## config.mk

```make
export PLATFORM = sky130hd
export DESIGN_NAME = zero_run_literal_rle_encoder_flat
export DESIGN_NICKNAME = d
export VERILOG_FILES = /design/src/zrle_pkg.sv /design/src/zrle_ifs.sv /design/src/zero_run_literal_rle_encoder.sv /design/src/zrle_packer.sv /design/src/flat_wrapper.sv
export SDC_FILE = /design/constraint.sdc
export NUM_CORES = 1
export LEC_CHECK = 0
export ABC_AREA = 1
export BUFFER_PORTS_ARGS = -buffer_cell sky130_fd_sc_hd__buf_2
export CAP_MARGIN = 10
export CELL_PAD_IN_SITES_DETAIL_PLACEMENT = 1
export CELL_PAD_IN_SITES_GLOBAL_PLACEMENT = 1
export CORE_ASPECT_RATIO = 1.75
export CORE_MARGIN = 3
export CORE_UTILIZATION = 58
export CTS_BUF_LIST = sky130_fd_sc_hd__clkbuf_4 sky130_fd_sc_hd__clkbuf_8
export DETAILED_ROUTE_END_ITERATION = 6
export HOLD_SLACK_MARGIN = 0.15
export PLACE_DENSITY_LB_ADDON = 0.1
export SLEW_MARGIN = 15
export SYNTH_ARGS = -nofsm -noshare
export SYNTH_HDL_FRONTEND = slang
export SYNTH_HIERARCHICAL = 1
export SYNTH_SLANG_ARGS = --single-unit
```

## constraint.sdc

```tcl
create_clock -name clk_i -period 11.7 [get_ports clk_i]
set_clock_uncertainty 0.1 [all_clocks]
set_input_delay 2.34 -clock clk_i [delete_from_list [all_inputs] [get_ports clk_i]]
set_output_delay 2.34 -clock clk_i [all_outputs]
set_load 0.01 [all_outputs]
```

## src/zrle_pkg.sv

```systemverilog
// Shared constants and types of the zero-run / literal run-length encoder.
`timescale 1ns / 1ps

package zrle_pkg;

  // Longest zero run or literal run before it is split or closed
  localparam int unsigned MAX_RUN = 128;

  // Run counters hold 0..MAX_RUN, the literal store is indexed 0..MAX_RUN-1
  localparam int unsigned CNT_W  = $clog2(MAX_RUN + 1);
  localparam int unsigned ADDR_W = $clog2(MAX_RUN);

  // Output word packing
  localparam int unsigned WORD_BYTES = 8;
  localparam int unsigned LANE_W     = $clog2(WORD_BYTES);
  localparam int unsigned COUNT_W    = 4;

  // Literal run header: base plus (length - 1)
  localparam logic [7:0] LIT_CODE_BASE = 8'h80;

  // One compressed byte on its way from the sequencer to the packer
  typedef struct packed {
    logic       valid;
    logic [7:0] data;
    logic       last;
    logic       stream_end;
  } zrle_byte_t;

endpackage

```

## src/zrle_ifs.sv

```systemverilog
// Valid/ready channel interfaces for plane bytes in and packed words out.
`timescale 1ns / 1ps

interface zrle_in_if;
  logic       valid;
  logic       ready;
  logic [7:0] data_byte;
  logic       plane_end;

  modport source (output valid, output data_byte, output plane_end, input ready);
  modport sink   (input valid, input data_byte, input plane_end, output ready);
endinterface

interface zrle_out_if;
  logic       valid;
  logic       ready;
  logic [7:0] out_byte0;
  logic [7:0] out_byte1;
  logic [7:0] out_byte2;
  logic [7:0] out_byte3;
  logic [7:0] out_byte4;
  logic [7:0] out_byte5;
  logic [7:0] out_byte6;
  logic [7:0] out_byte7;
  logic [3:0] byte_count;
  logic       word_last;
  logic       stream_end;

  modport source (
    output valid, output out_byte0, output out_byte1, output out_byte2, output out_byte3,
    output out_byte4, output out_byte5, output out_byte6, output out_byte7,
    output byte_count, output word_last, output stream_end, input ready
  );
  modport sink (
    input valid, input out_byte0, input out_byte1, input out_byte2, input out_byte3,
    input out_byte4, input out_byte5, input out_byte6, input out_byte7,
    input byte_count, input word_last, input stream_end, output ready
  );
endinterface

```

## src/zero_run_literal_rle_encoder.sv

```systemverilog
// Top level of the zero-run / literal run-length encoder for one byte plane.
//
// Usage: plane bytes enter on in_i (data_byte, plane_end on the final byte).
// Compressed bytes leave on out_o packed up to eight per word, with
// byte_count valid bytes, word_last on the last word of a transaction and
// stream_end on the last word of the plane's final byte.
// Timing: a byte that only extends an open run starts no emission, so such
// bytes stream at one per cycle. A byte that closes runs emits its B
// compressed bytes at one byte per cycle unless the output stalls, since the
// open literal run is read back from the literal store through its single
// read port; no further input byte is taken until all B bytes have left the
// byte stage. One byte emits at most 129 bytes (a full literal run and its
// code byte), that is 17 words.
// The store is written only on acceptance and read only while emitting, so
// in_i.ready, low during emission, keeps the two apart.
// Reset: all runs are empty; the store needs no clearing since every entry
// is written before it is read.
// Stall: a full word waits in the output register while the next word is
// packed; when that one completes too, emission pauses until out_o.ready.
`timescale 1ns / 1ps

module zero_run_literal_rle_encoder (
  input  logic       clk_i,
  input  logic       rst_ni,
  zrle_in_if.sink    in_i,
  zrle_out_if.source out_o
);
  import zrle_pkg::*;

  localparam logic [2:0] ST_IDLE  = 3'd0;
  localparam logic [2:0] ST_ZPRE  = 3'd1;
  localparam logic [2:0] ST_LCODE = 3'd2;
  localparam logic [2:0] ST_LIT   = 3'd3;
  localparam logic [2:0] ST_ZPOST = 3'd4;

  localparam logic [CNT_W-1:0] MAX_CNT = CNT_W'(MAX_RUN);

  // Literal store
  logic [7:0]        lit_mem [MAX_RUN];
  logic [7:0]        rd_q;
  logic              wr_en;
  logic [ADDR_W-1:0] wr_addr;
  logic [7:0]        wr_data;
  logic              rd_en;

  // Run state
  logic [CNT_W-1:0] lit_cnt_q, lit_cnt_d;
  logic [CNT_W-1:0] zero_cnt_q, zero_cnt_d;
  logic             zero_held_q, zero_held_d;

  // Emission plan of the accepted byte
  logic             zpre_en, zpre_en_q;
  logic [7:0]       zpre_val, zpre_val_q;
  logic             lit_en, lit_en_q;
  logic [CNT_W-1:0] lit_len, lit_len_q;
  logic             zpost_en, zpost_en_q;
  logic [7:0]       zpost_val, zpost_val_q;
  logic             end_q;

  // Sequencer and byte stage
  logic [2:0]        st_q, st_d;
  logic [ADDR_W-1:0] rd_cnt_q, rd_cnt_d;
  logic              s2_valid_q, s2_valid_d;
  logic              s2_mem_q, s2_mem_d;
  logic [7:0]        s2_byte_q, s2_byte_d;
  logic              s2_last_q, s2_last_d;
  logic              advance;
  logic              accept;
  logic              nz;
  logic [CNT_W-1:0]  lc_p1, lc_p2;
  logic              rd_last;
  zrle_byte_t        pk_byte;

  assign in_i.ready = (st_q == ST_IDLE) && !s2_valid_q;
  assign accept     = in_i.valid && in_i.ready;
  assign nz         = |in_i.data_byte;
  assign lc_p1      = lit_cnt_q + CNT_W'(1);
  assign lc_p2      = lit_cnt_q + CNT_W'(2);

  // Run update and emission plan for one plane byte
  always_comb begin
    lit_cnt_d   = lit_cnt_q;
    zero_cnt_d  = zero_cnt_q;
    zero_held_d = zero_held_q;
    zpre_en     = 1'b0;
    zpre_val    = '0;
    lit_en      = 1'b0;
    lit_len     = '0;
    zpost_en    = 1'b0;
    zpost_val   = '0;
    wr_en       = 1'b0;
    wr_addr     = lit_cnt_q[ADDR_W-1:0];
    wr_data     = in_i.data_byte;

    if (zero_cnt_q != '0) begin
      // open zero run
      if (!nz) begin
        if (zero_cnt_q + CNT_W'(1) >= MAX_CNT) begin
          zpre_en    = 1'b1;
          zpre_val   = 8'(MAX_CNT - CNT_W'(1));
          zero_cnt_d = '0;
        end else begin
          zero_cnt_d = zero_cnt_q + CNT_W'(1);
        end
      end else begin
        zpre_en    = 1'b1;
        zpre_val   = 8'(zero_cnt_q - CNT_W'(1));
        zero_cnt_d = '0;
        wr_en      = 1'b1;
        wr_addr    = '0;
        lit_cnt_d  = CNT_W'(1);
      end
    end else if (lit_cnt_q != '0) begin
      if (zero_held_q) begin
        // held zero already sits in the store at lit_cnt
        zero_held_d = 1'b0;
        if (nz) begin
          wr_en   = 1'b1;
          wr_addr = lc_p1[ADDR_W-1:0];
          if (lc_p2 >= MAX_CNT) begin
            lit_en    = 1'b1;
            lit_len   = lc_p2;
            lit_cnt_d = '0;
          end else begin
            lit_cnt_d = lc_p2;
          end
        end else begin
          lit_en    = 1'b1;
          lit_len   = lit_cnt_q;
          lit_cnt_d = '0;
          if (MAX_CNT <= CNT_W'(2)) begin
            zpost_en   = 1'b1;
            zpost_val  = 8'd1;
            zero_cnt_d = '0;
          end else begin
            zero_cnt_d = CNT_W'(2);
          end
        end
      end else if (nz) begin
        wr_en = 1'b1;
        if (lc_p1 >= MAX_CNT) begin
          lit_en    = 1'b1;
          lit_len   = lc_p1;
          lit_cnt_d = '0;
        end else begin
          lit_cnt_d = lc_p1;
        end
      end else if (lc_p1 < MAX_CNT) begin
        // hold the zero, written speculatively into the run
        zero_held_d = 1'b1;
        wr_en       = 1'b1;
      end else begin
        // zero at the literal limit
        lit_en     = 1'b1;
        lit_len    = lit_cnt_q;
        lit_cnt_d  = '0;
        zero_cnt_d = CNT_W'(1);
      end
    end else begin
      if (!nz) begin
        zero_cnt_d = CNT_W'(1);
      end else begin
        wr_en     = 1'b1;
        lit_cnt_d = CNT_W'(1);
      end
    end

    // plane end flushes everything that is open
    if (in_i.plane_end) begin
      if (zero_held_d) begin
        zero_held_d = 1'b0;
        lit_en      = 1'b1;
        lit_len     = lit_cnt_d;
        lit_cnt_d   = '0;
        zpost_en    = 1'b1;
        zpost_val   = 8'd0;
      end else begin
        if (lit_cnt_d != '0) begin
          lit_en    = 1'b1;
          lit_len   = lit_cnt_d;
          lit_cnt_d = '0;
        end
        if (zero_cnt_d != '0) begin
          zpost_en   = 1'b1;
          zpost_val  = 8'(zero_cnt_d - CNT_W'(1));
          zero_cnt_d = '0;
        end
      end
    end
  end

  // Run state registers
  always_ff @(posedge clk_i or negedge rst_ni) begin
    if (!rst_ni) begin
      lit_cnt_q   <= '0;
      zero_cnt_q  <= '0;
      zero_held_q <= 1'b0;
    end else if (accept) begin
      lit_cnt_q   <= lit_cnt_d;
      zero_cnt_q  <= zero_cnt_d;
      zero_held_q <= zero_held_d;
    end
  end

  // Plan registers, loaded on acceptance
  always_ff @(posedge clk_i or negedge rst_ni) begin
    if (!rst_ni) begin
      zpre_en_q  <= 1'b0;
      lit_en_q   <= 1'b0;
      zpost_en_q <= 1'b0;
      end_q      <= 1'b0;
    end else if (accept) begin
      zpre_en_q  <= zpre_en;
      lit_en_q   <= lit_en;
      zpost_en_q <= zpost_en;
      end_q      <= in_i.plane_end;
    end
  end

  always_ff @(posedge clk_i) begin
    if (accept) begin
      zpre_val_q  <= zpre_val;
      lit_len_q   <= lit_len;
      zpost_val_q <= zpost_val;
    end
  end

  // Literal store: one write on acceptance, one registered read while emitting
  always_ff @(posedge clk_i) begin
    if (wr_en && accept) begin
      lit_mem[wr_addr] <= wr_data;
    end
    if (rd_en) begin
      rd_q <= lit_mem[rd_cnt_q];
    end
  end

  assign rd_last = ({1'b0, rd_cnt_q} + CNT_W'(1)) == lit_len_q;

  // Sequencer: one compressed byte per cycle into the byte stage while advance is high
  always_comb begin
    st_d       = st_q;
    rd_cnt_d   = rd_cnt_q;
    s2_valid_d = s2_valid_q;
    s2_mem_d   = s2_mem_q;
    s2_byte_d  = s2_byte_q;
    s2_last_d  = s2_last_q;
    rd_en      = 1'b0;
    if (advance) begin
      s2_valid_d = 1'b0;
      s2_mem_d   = 1'b0;
      unique case (st_q)
        ST_IDLE: begin
          if (accept) begin
            priority if (zpre_en) begin
              st_d = ST_ZPRE;
            end else if (lit_en) begin
              st_d = ST_LCODE;
            end else if (zpost_en) begin
              st_d = ST_ZPOST;
            end else begin
              st_d = ST_IDLE;
            end
          end
        end
        ST_ZPRE: begin
          s2_valid_d = 1'b1;
          s2_byte_d  = zpre_val_q;
          s2_last_d  = !lit_en_q && !zpost_en_q;
          st_d       = lit_en_q ? ST_LCODE : (zpost_en_q ? ST_ZPOST : ST_IDLE);
        end
        ST_LCODE: begin
          s2_valid_d = 1'b1;
          s2_byte_d  = LIT_CODE_BASE + 8'(lit_len_q - CNT_W'(1));
          s2_last_d  = 1'b0;
          rd_cnt_d   = '0;
          st_d       = ST_LIT;
        end
        ST_LIT: begin
          rd_en      = 1'b1;
          s2_valid_d = 1'b1;
          s2_mem_d   = 1'b1;
          s2_last_d  = rd_last && !zpost_en_q;
          if (rd_last) begin
            st_d = zpost_en_q ? ST_ZPOST : ST_IDLE;
          end else begin
            rd_cnt_d = rd_cnt_q + ADDR_W'(1);
          end
        end
        ST_ZPOST: begin
          s2_valid_d = 1'b1;
          s2_byte_d  = zpost_val_q;
          s2_last_d  = 1'b1;
          st_d       = ST_IDLE;
        end
        default: begin
          st_d = ST_IDLE;
        end
      endcase
    end
  end

  always_ff @(posedge clk_i or negedge rst_ni) begin
    if (!rst_ni) begin
      st_q       <= ST_IDLE;
      s2_valid_q <= 1'b0;
    end else begin
      st_q       <= st_d;
      s2_valid_q <= s2_valid_d;
    end
  end

  always_ff @(posedge clk_i) begin
    rd_cnt_q  <= rd_cnt_d;
    s2_mem_q  <= s2_mem_d;
    s2_byte_q <= s2_byte_d;
    s2_last_q <= s2_last_d;
  end

  // Byte stage toward the packer
  always_comb begin
    pk_byte.valid      = s2_valid_q;
    pk_byte.data       = s2_mem_q ? rd_q : s2_byte_q;
    pk_byte.last       = s2_last_q;
    pk_byte.stream_end = s2_last_q && end_q;
  end

  zrle_packer u_packer (
    .clk_i     (clk_i),
    .rst_ni    (rst_ni),
    .byte_i    (pk_byte),
    .advance_o (advance),
    .out_o     (out_o)
  );

  // A held zero needs an open literal run and no zero run
  assert property (@(posedge clk_i) disable iff (!rst_ni)
    zero_held_q |-> lit_cnt_q != '0 && zero_cnt_q == '0)
    else $error("held zero without open literal run");

  // Runs never rest at the limit, and only one kind is open
  assert property (@(posedge clk_i) disable iff (!rst_ni)
    lit_cnt_q < MAX_CNT && zero_cnt_q < MAX_CNT && (lit_cnt_q == '0 || zero_cnt_q == '0))
    else $error("run counters out of range");

  // Literal readback stays inside the planned run
  assert property (@(posedge clk_i) disable iff (!rst_ni)
    st_q == ST_LIT |-> lit_en_q && ({1'b0, rd_cnt_q} < lit_len_q))
    else $error("literal read beyond run length");

endmodule

```

## src/zrle_packer.sv

```systemverilog
// Packs the compressed byte stream into output words of up to eight bytes.
`timescale 1ns / 1ps

module zrle_packer (
  input  logic               clk_i,
  input  logic               rst_ni,
  input  zrle_pkg::zrle_byte_t byte_i,
  output logic               advance_o,
  zrle_out_if.source         out_o
);
  import zrle_pkg::*;

  logic [WORD_BYTES-1:0][7:0] pack_q, pack_d;
  logic [WORD_BYTES-1:0][7:0] word_now;
  logic [LANE_W-1:0]          lane_q, lane_d;
  logic                       out_valid_q, out_valid_d;
  logic [WORD_BYTES-1:0][7:0] out_word_q;
  logic [COUNT_W-1:0]         out_count_q;
  logic                       out_last_q;
  logic                       out_end_q;
  logic                       done;
  logic                       out_busy;
  logic                       take;

  // A word closes when its last lane fills or the transaction's last byte lands
  assign done     = byte_i.valid && (lane_q == LANE_W'(WORD_BYTES - 1) || byte_i.last);
  assign out_busy = out_valid_q && !out_o.ready;
  assign advance_o = !(done && out_busy);
  assign take     = byte_i.valid && advance_o;

  // Current partial word with the incoming byte merged in
  always_comb begin
    word_now         = pack_q;
    word_now[lane_q] = byte_i.data;
  end

  // Next state of the pack buffer and output valid
  always_comb begin
    pack_d      = pack_q;
    lane_d      = lane_q;
    out_valid_d = out_valid_q && !out_o.ready;
    if (take) begin
      if (done) begin
        pack_d      = '0;
        lane_d      = '0;
        out_valid_d = 1'b1;
      end else begin
        pack_d = word_now;
        lane_d = lane_q + LANE_W'(1);
      end
    end
  end

  // Control registers; the pack buffer is cleared so unused lanes read zero
  always_ff @(posedge clk_i or negedge rst_ni) begin
    if (!rst_ni) begin
      pack_q      <= '0;
      lane_q      <= '0;
      out_valid_q <= 1'b0;
    end else begin
      pack_q      <= pack_d;
      lane_q      <= lane_d;
      out_valid_q <= out_valid_d;
    end
  end

  // Output word payload
  always_ff @(posedge clk_i) begin
    if (take && done) begin
      out_word_q  <= word_now;
      out_count_q <= {1'b0, lane_q} + COUNT_W'(1);
      out_last_q  <= byte_i.last;
      out_end_q   <= byte_i.stream_end;
    end
  end

  assign out_o.valid      = out_valid_q;
  assign out_o.out_byte0  = out_word_q[0];
  assign out_o.out_byte1  = out_word_q[1];
  assign out_o.out_byte2  = out_word_q[2];
  assign out_o.out_byte3  = out_word_q[3];
  assign out_o.out_byte4  = out_word_q[4];
  assign out_o.out_byte5  = out_word_q[5];
  assign out_o.out_byte6  = out_word_q[6];
  assign out_o.out_byte7  = out_word_q[7];
  assign out_o.byte_count = out_count_q;
  assign out_o.word_last  = out_last_q;
  assign out_o.stream_end = out_end_q;

  // A stall freezes the partial word
  assert property (@(posedge clk_i) disable iff (!rst_ni)
    !advance_o |=> $stable(lane_q) && $stable(pack_q))
    else $error("pack buffer changed during stall");

  // Only the last word of a transaction may be short
  assert property (@(posedge clk_i) disable iff (!rst_ni)
    out_valid_q && !out_last_q |-> out_count_q == COUNT_W'(WORD_BYTES))
    else $error("short word before end of transaction");

  // End of stream is flagged only on a transaction's last word
  assert property (@(posedge clk_i) disable iff (!rst_ni)
    out_valid_q && out_end_q |-> out_last_q)
    else $error("stream_end without word_last");

endmodule

```

## src/flat_wrapper.sv

```systemverilog
// flat-port wrapper written by rule: the top's interface ports become plain ports
module zero_run_literal_rle_encoder_flat import zrle_pkg::*;
  (clk_i, rst_ni, in_i_valid, in_i_data_byte, in_i_plane_end, in_i_ready, out_o_valid, out_o_out_byte0, out_o_out_byte1, out_o_out_byte2, out_o_out_byte3, out_o_out_byte4, out_o_out_byte5, out_o_out_byte6, out_o_out_byte7, out_o_byte_count, out_o_word_last, out_o_stream_end, out_o_ready);
  zrle_in_if in_i_i ();
  zrle_out_if out_o_i ();
  input  logic clk_i;
  input  logic rst_ni;
  input wire logic [$bits(in_i_i.valid)-1:0] in_i_valid;
  input wire logic [$bits(in_i_i.data_byte)-1:0] in_i_data_byte;
  input wire logic [$bits(in_i_i.plane_end)-1:0] in_i_plane_end;
  output wire logic [$bits(in_i_i.ready)-1:0] in_i_ready;
  output wire logic [$bits(out_o_i.valid)-1:0] out_o_valid;
  output wire logic [$bits(out_o_i.out_byte0)-1:0] out_o_out_byte0;
  output wire logic [$bits(out_o_i.out_byte1)-1:0] out_o_out_byte1;
  output wire logic [$bits(out_o_i.out_byte2)-1:0] out_o_out_byte2;
  output wire logic [$bits(out_o_i.out_byte3)-1:0] out_o_out_byte3;
  output wire logic [$bits(out_o_i.out_byte4)-1:0] out_o_out_byte4;
  output wire logic [$bits(out_o_i.out_byte5)-1:0] out_o_out_byte5;
  output wire logic [$bits(out_o_i.out_byte6)-1:0] out_o_out_byte6;
  output wire logic [$bits(out_o_i.out_byte7)-1:0] out_o_out_byte7;
  output wire logic [$bits(out_o_i.byte_count)-1:0] out_o_byte_count;
  output wire logic [$bits(out_o_i.word_last)-1:0] out_o_word_last;
  output wire logic [$bits(out_o_i.stream_end)-1:0] out_o_stream_end;
  input wire logic [$bits(out_o_i.ready)-1:0] out_o_ready;
  assign in_i_i.valid = in_i_valid;
  assign in_i_i.data_byte = in_i_data_byte;
  assign in_i_i.plane_end = in_i_plane_end;
  assign in_i_ready = in_i_i.ready;
  assign out_o_valid = out_o_i.valid;
  assign out_o_out_byte0 = out_o_i.out_byte0;
  assign out_o_out_byte1 = out_o_i.out_byte1;
  assign out_o_out_byte2 = out_o_i.out_byte2;
  assign out_o_out_byte3 = out_o_i.out_byte3;
  assign out_o_out_byte4 = out_o_i.out_byte4;
  assign out_o_out_byte5 = out_o_i.out_byte5;
  assign out_o_out_byte6 = out_o_i.out_byte6;
  assign out_o_out_byte7 = out_o_i.out_byte7;
  assign out_o_byte_count = out_o_i.byte_count;
  assign out_o_word_last = out_o_i.word_last;
  assign out_o_stream_end = out_o_i.stream_end;
  assign out_o_i.ready = out_o_ready;
  zero_run_literal_rle_encoder u_core (.clk_i(clk_i), .rst_ni(rst_ni), .in_i(in_i_i), .out_o(out_o_i));
endmodule
```

==> impl.org <==
** CTS
- Insertion delay to the later sink of the worst-skew pair :: 0.87 ns
- Clk slew on worst S/H paths :: approximately 0.060 ns
- Number of buffers created by CTS :: 170
- Number of cells upsized or downsized after cts :: 0
- Total clock sinks :: roughly 1.2k
- Post-CTS Setup Inserts :: 0
- CTS root buf :: clkbuf_8
- Hold buffer count at cts :: 0
- Clock tree from TritonCTS :: done
- Total number of H-tree levels :: 4
- Worst-case clock buffer depth :: 3

** Worst setup path
- In this run the register-to-register setup slack is 6.24 ns.
- In this run the worst path has a maximum fanout of 61.
- CP Data Arrival Time :: 6.24 ns
- Startpoint of the worst-slack reg-to-reg timing path :: u_core/rd_cnt_q[0]
- The setup path with the least slack is of type input pin to register.
- Measured in cells, the most critical reg-to-reg path has a length of 11.
- Worst endpoint required time :: 12.09 ns
- The worst setup path is launched from an input pin.
- The worst setup path is captured at a register.
- Critical R2R Capture :: u_core/rd_q[7]

** Drt
- Wires add up to about 170000 um.
- Residual antenna-violating net count after detailed routing :: 0
- The first TritonRoute pass finished after 6 iterations.
- The routed layout has about 37k vias.
- In the routed design, unresolved DRC markers number 0.
- Mean number of vias per cell :: between 6 and 7
- Number of DRC markers in iteration 0 :: 3913
- Average wire per standard cell :: ~29 um

** Place
- Input and output buffers added on the ports amount to 84.
- After legalization and detailed placement, the total HPWL measured about 100000 um.
- Final weighted congestion of routability-driven global placement :: about 0.96
- OpenSTA, run right after detailed placement, puts the worst setup slack at about 5.1 ns.

** Pwr
- Of the total power, combinational logic draws 0.368.
- Power spread over the standard cell area amounts to ~250 mW/mm^2.
- In this run the power spent charging and discharging nets is approximately 5.6 mW.
- Of the total power, registers draw 0.383.
- Relative contribution of the clock network to total power :: 0.249
- Of the total power, the share spent switching nets is 0.4063.
- IR analysis of the VDD net gives a maximum drop of 0.0002785 V.
- Internal power of the cells :: roughly 8.2 mW
- Static leakage power :: 19.58 nW

** Global route
- Pin count of the biggest net entering global routing :: 213
- In the global route stage, overall resource usage came out at 0.3588.
- Summed over all layers, the global routing overflow is 0.
- The number of global-route vias before repair came to between 30k and 40k.
- The first global-routing pass estimated about 240000 um of wire.
- Antenna violations before repair :: 3

** Status
- Run status :: finished, final reports clean

** Synth
- The number of different library cells used by synthesis comes to 50.
- Proportion of netlist area held by the largest area contributor :: 0.6643
- A synthesized cell averages between 10 and 15 um^2.
- Net Count, Synth :: around 4.5k
- Among all flip-flop cells after synthesis, the most frequent one is edfxtp_1.
- Number of synthesis warnings :: 6
- Post-synthesis sequential area ratio :: 0.7088
- Top cell type by total area after synthesis :: edfxtp_1
- In this run the cell area of the synthesized design comes to ~0.052 mm^2.
- After synthesis, the cell types taking the most area are edfxtp_1 (66%), nor2_1 (6.6%), o21ai_0 (5.8%), dfrtp_1 (4.5%), o22ai_1 (3.4%).
- After technology mapping, the gate count stands at approximately 4.4k.
- Count of flip-flops with a built-in enable after synthesis :: approximately 1.1k
- Synthesis inferred between 1k and 1.5k register bits.
- Async set or reset register ratio after synthesis :: 0.07449

** Worst hold path
- Hold WC Path Type :: register to register
- The worst hold path was traced through 2 stages.
- For hold timing, the worst endpoint is u_core/u_packer/pack_q[9].
- Startpoint of the lowest-slack hold path :: u_core/u_packer/pack_q[9]

** Timing
- Setup violations remaining at the end of the flow were counted as 0.
- The number of hold violations in the final report was 0.
- Based on the critical path, the design can be clocked at up to 171.0 MHz.
- Post-route fraction of the period consumed by the critical path :: 0.4999
- Counting I/O delays and the setup requirement, the final critical path takes between 5 and 6 ns.
- For the pin with the worst max-slew slack, the measured transition is 1.174 ns.
- Setup TNS :: 0 ns
- Setup repair after global routing left no endpoint under its margin.
- The worst path meets setup with roughly 6 ns of slack.
- The number of max-slew violations in the final report came to 0.
- The worst pin sits at a relative slew slack of 0.2175.

** Die
- Pin placement for this block handled 85 I/O pins.
- Initial Util :: 0.5853
- Die area :: ~0.093 mm^2
- Horizontal extent of the die :: approximately 230 um
- Site Rows :: approximately 140
- The die is ~400 um tall.
- The core region is just under 0.09 mm^2.

** Final layout
- Relative to the synthesized area, the layout overhead comes to 9.003%.
- Fill cells in the final layout number just under 9k.
- Of the cells placed in the final design, the portion with a size suffix greater than 1 is 0.1051.
- Highest-count cells in the layout ignoring fill and taps :: edfxtp_1 (1143), nor2_1 (914), o21ai_0 (603)
- After the last flow step, the layout net total stands at about 4.5k.
- The library cell used most frequently in the layout, excluding fill and tap cells, is edfxtp_1.

** Job
- Maximum Capacitance Violations :: 0
[kinds of logic after synthesis]
kind of cell	synth area share
buf+inv	0.03485
flops	0.7088
fa+ha+maj	0.003632
simple gates	0.1351
xor+xnor	0.003729
mux	0.001744
compound gates	0.1122
[area by class of cell]
class,count,area [um^2],share of cell area
Multi-Input combinational cell,2759,13270,0.2356
Tap cell,1168,1461,0.02595
Inverter,159,618.1,0.01097
Antenna cell,2,5.005,0.00008886
Timing Repair Buffer,129,805.8,0.01431
Clock buffer,235,2878,0.05109
Sequential cell,1235,36630,0.6503
Clock inverter,78,659.4,0.01171
[critical path, stage by stage]
cell     delay [ns]
buf_4          0.36
nor2_1         0.24
nand2_1        0.12
nor2_2         0.14
buf_4          0.34
nand2_1        0.20
nand2_1        0.19
nand2_1        0.09
a22oi_2        0.27
inv_2          0.09
nor2_1         0.14
nand2_1        0.56
buf_4          0.50
nor2_1         0.60
[how the worst max path moves through the flow]
stage / endpoint / slack [ns] / from
6_report: u_core/lit_mem[90][0] / 5.85 / in_i_data_byte[0]
5_1_grt: u_core/lit_mem[90][6] / 5.65 / in_i_data_byte[0]
4_1_cts: u_core/lit_mem[114][4] / 5.99 / in_i_data_byte[0]
3_5_place_dp: u_core/lit_mem[114][0] / 5.10 / in_i_data_byte[0]
3_3_place_gp: u_core/lit_mem[90][2] / 5.27 / in_i_data_byte[0]
2_1_floorplan: u_core/u_packer/out_o.byte_count[0] / 5.32 / out_o_ready
[synth_stat cells (all sizes together), types with 56 or more instances]
cell type / instances
edfxtp: 1143
nor2: 932
o21ai: 608
nand2: 478
o22ai: 282
nand3: 214
clkbuf: 190
inv: 152
dfrtp: 92
buf: 82
o32ai: 57
and2: 56
[power by group through the flow]
stage	sequential [mW]	clock (mW)	combinational, mW
after global placement	5.39	0	4.80
after detailed placement	5.40	0	4.96
after floorplan	5.37	0	3.08
final	5.31	3.46	5.11
after global routing	5.33	3.71	5.45
after CTS	5.31	3.51	4.99
[state kept, by name (all words and copies together) (netlist names), 3 cells and up]
name	count
u_core/lit_mem	1024
u_core/u_packer/pack_q	64
u_core/lit_cnt_q	8
u_core/lit_len_q	8
u_core/rd_q	8
u_core/s2_byte_q	8
u_core/u_packer/out_o.out_byte0	8
u_core/u_packer/out_o.out_byte1	8
u_core/u_packer/out_o.out_byte2	8
u_core/u_packer/out_o.out_byte3	8
u_core/u_packer/out_o.out_byte4	8
u_core/u_packer/out_o.out_byte5	8
u_core/u_packer/out_o.out_byte6	8
u_core/u_packer/out_o.out_byte7	8
u_core/zero_cnt_q	8
u_core/zpost_val_q	8
u_core/zpre_val_q	8
u_core/rd_cnt_q	7
u_core/u_packer/out_o.byte_count	4
u_core/st_q	3
u_core/u_packer/lane_q	3
[per-stage QoR]
step                cells  power, mW  hold slack [ns]    util  area (um^2)
floorplan            4425      8.449           0.3419       -        51670
global placement     5450      10.20           0.3531  0.5978        52780
detailed placement   5450      10.36           0.3637  0.5978        52780
CTS                  5763      13.82           0.3788  0.6379        56320
global route         5765      14.49           0.4040  0.6380        56320
finish               5765      13.88           0.3719  0.6380        56320
[metal layers]
metal / part of all wire / wire, um / GRT usage / up-vias
li1: - / - / - / 15950
met1: 0.34 / 55600 / 0.3920 / 18380
met2: 0.52 / 86090 / 0.6319 / 1789
met3: 0.064 / 10510 / 0.06474 / 622
met4: 0.079 / 13140 / 0.2418 / 0
met5: 0 / 0 / 0 / -
Note: power is estimated with default switching activity, not from simulation.
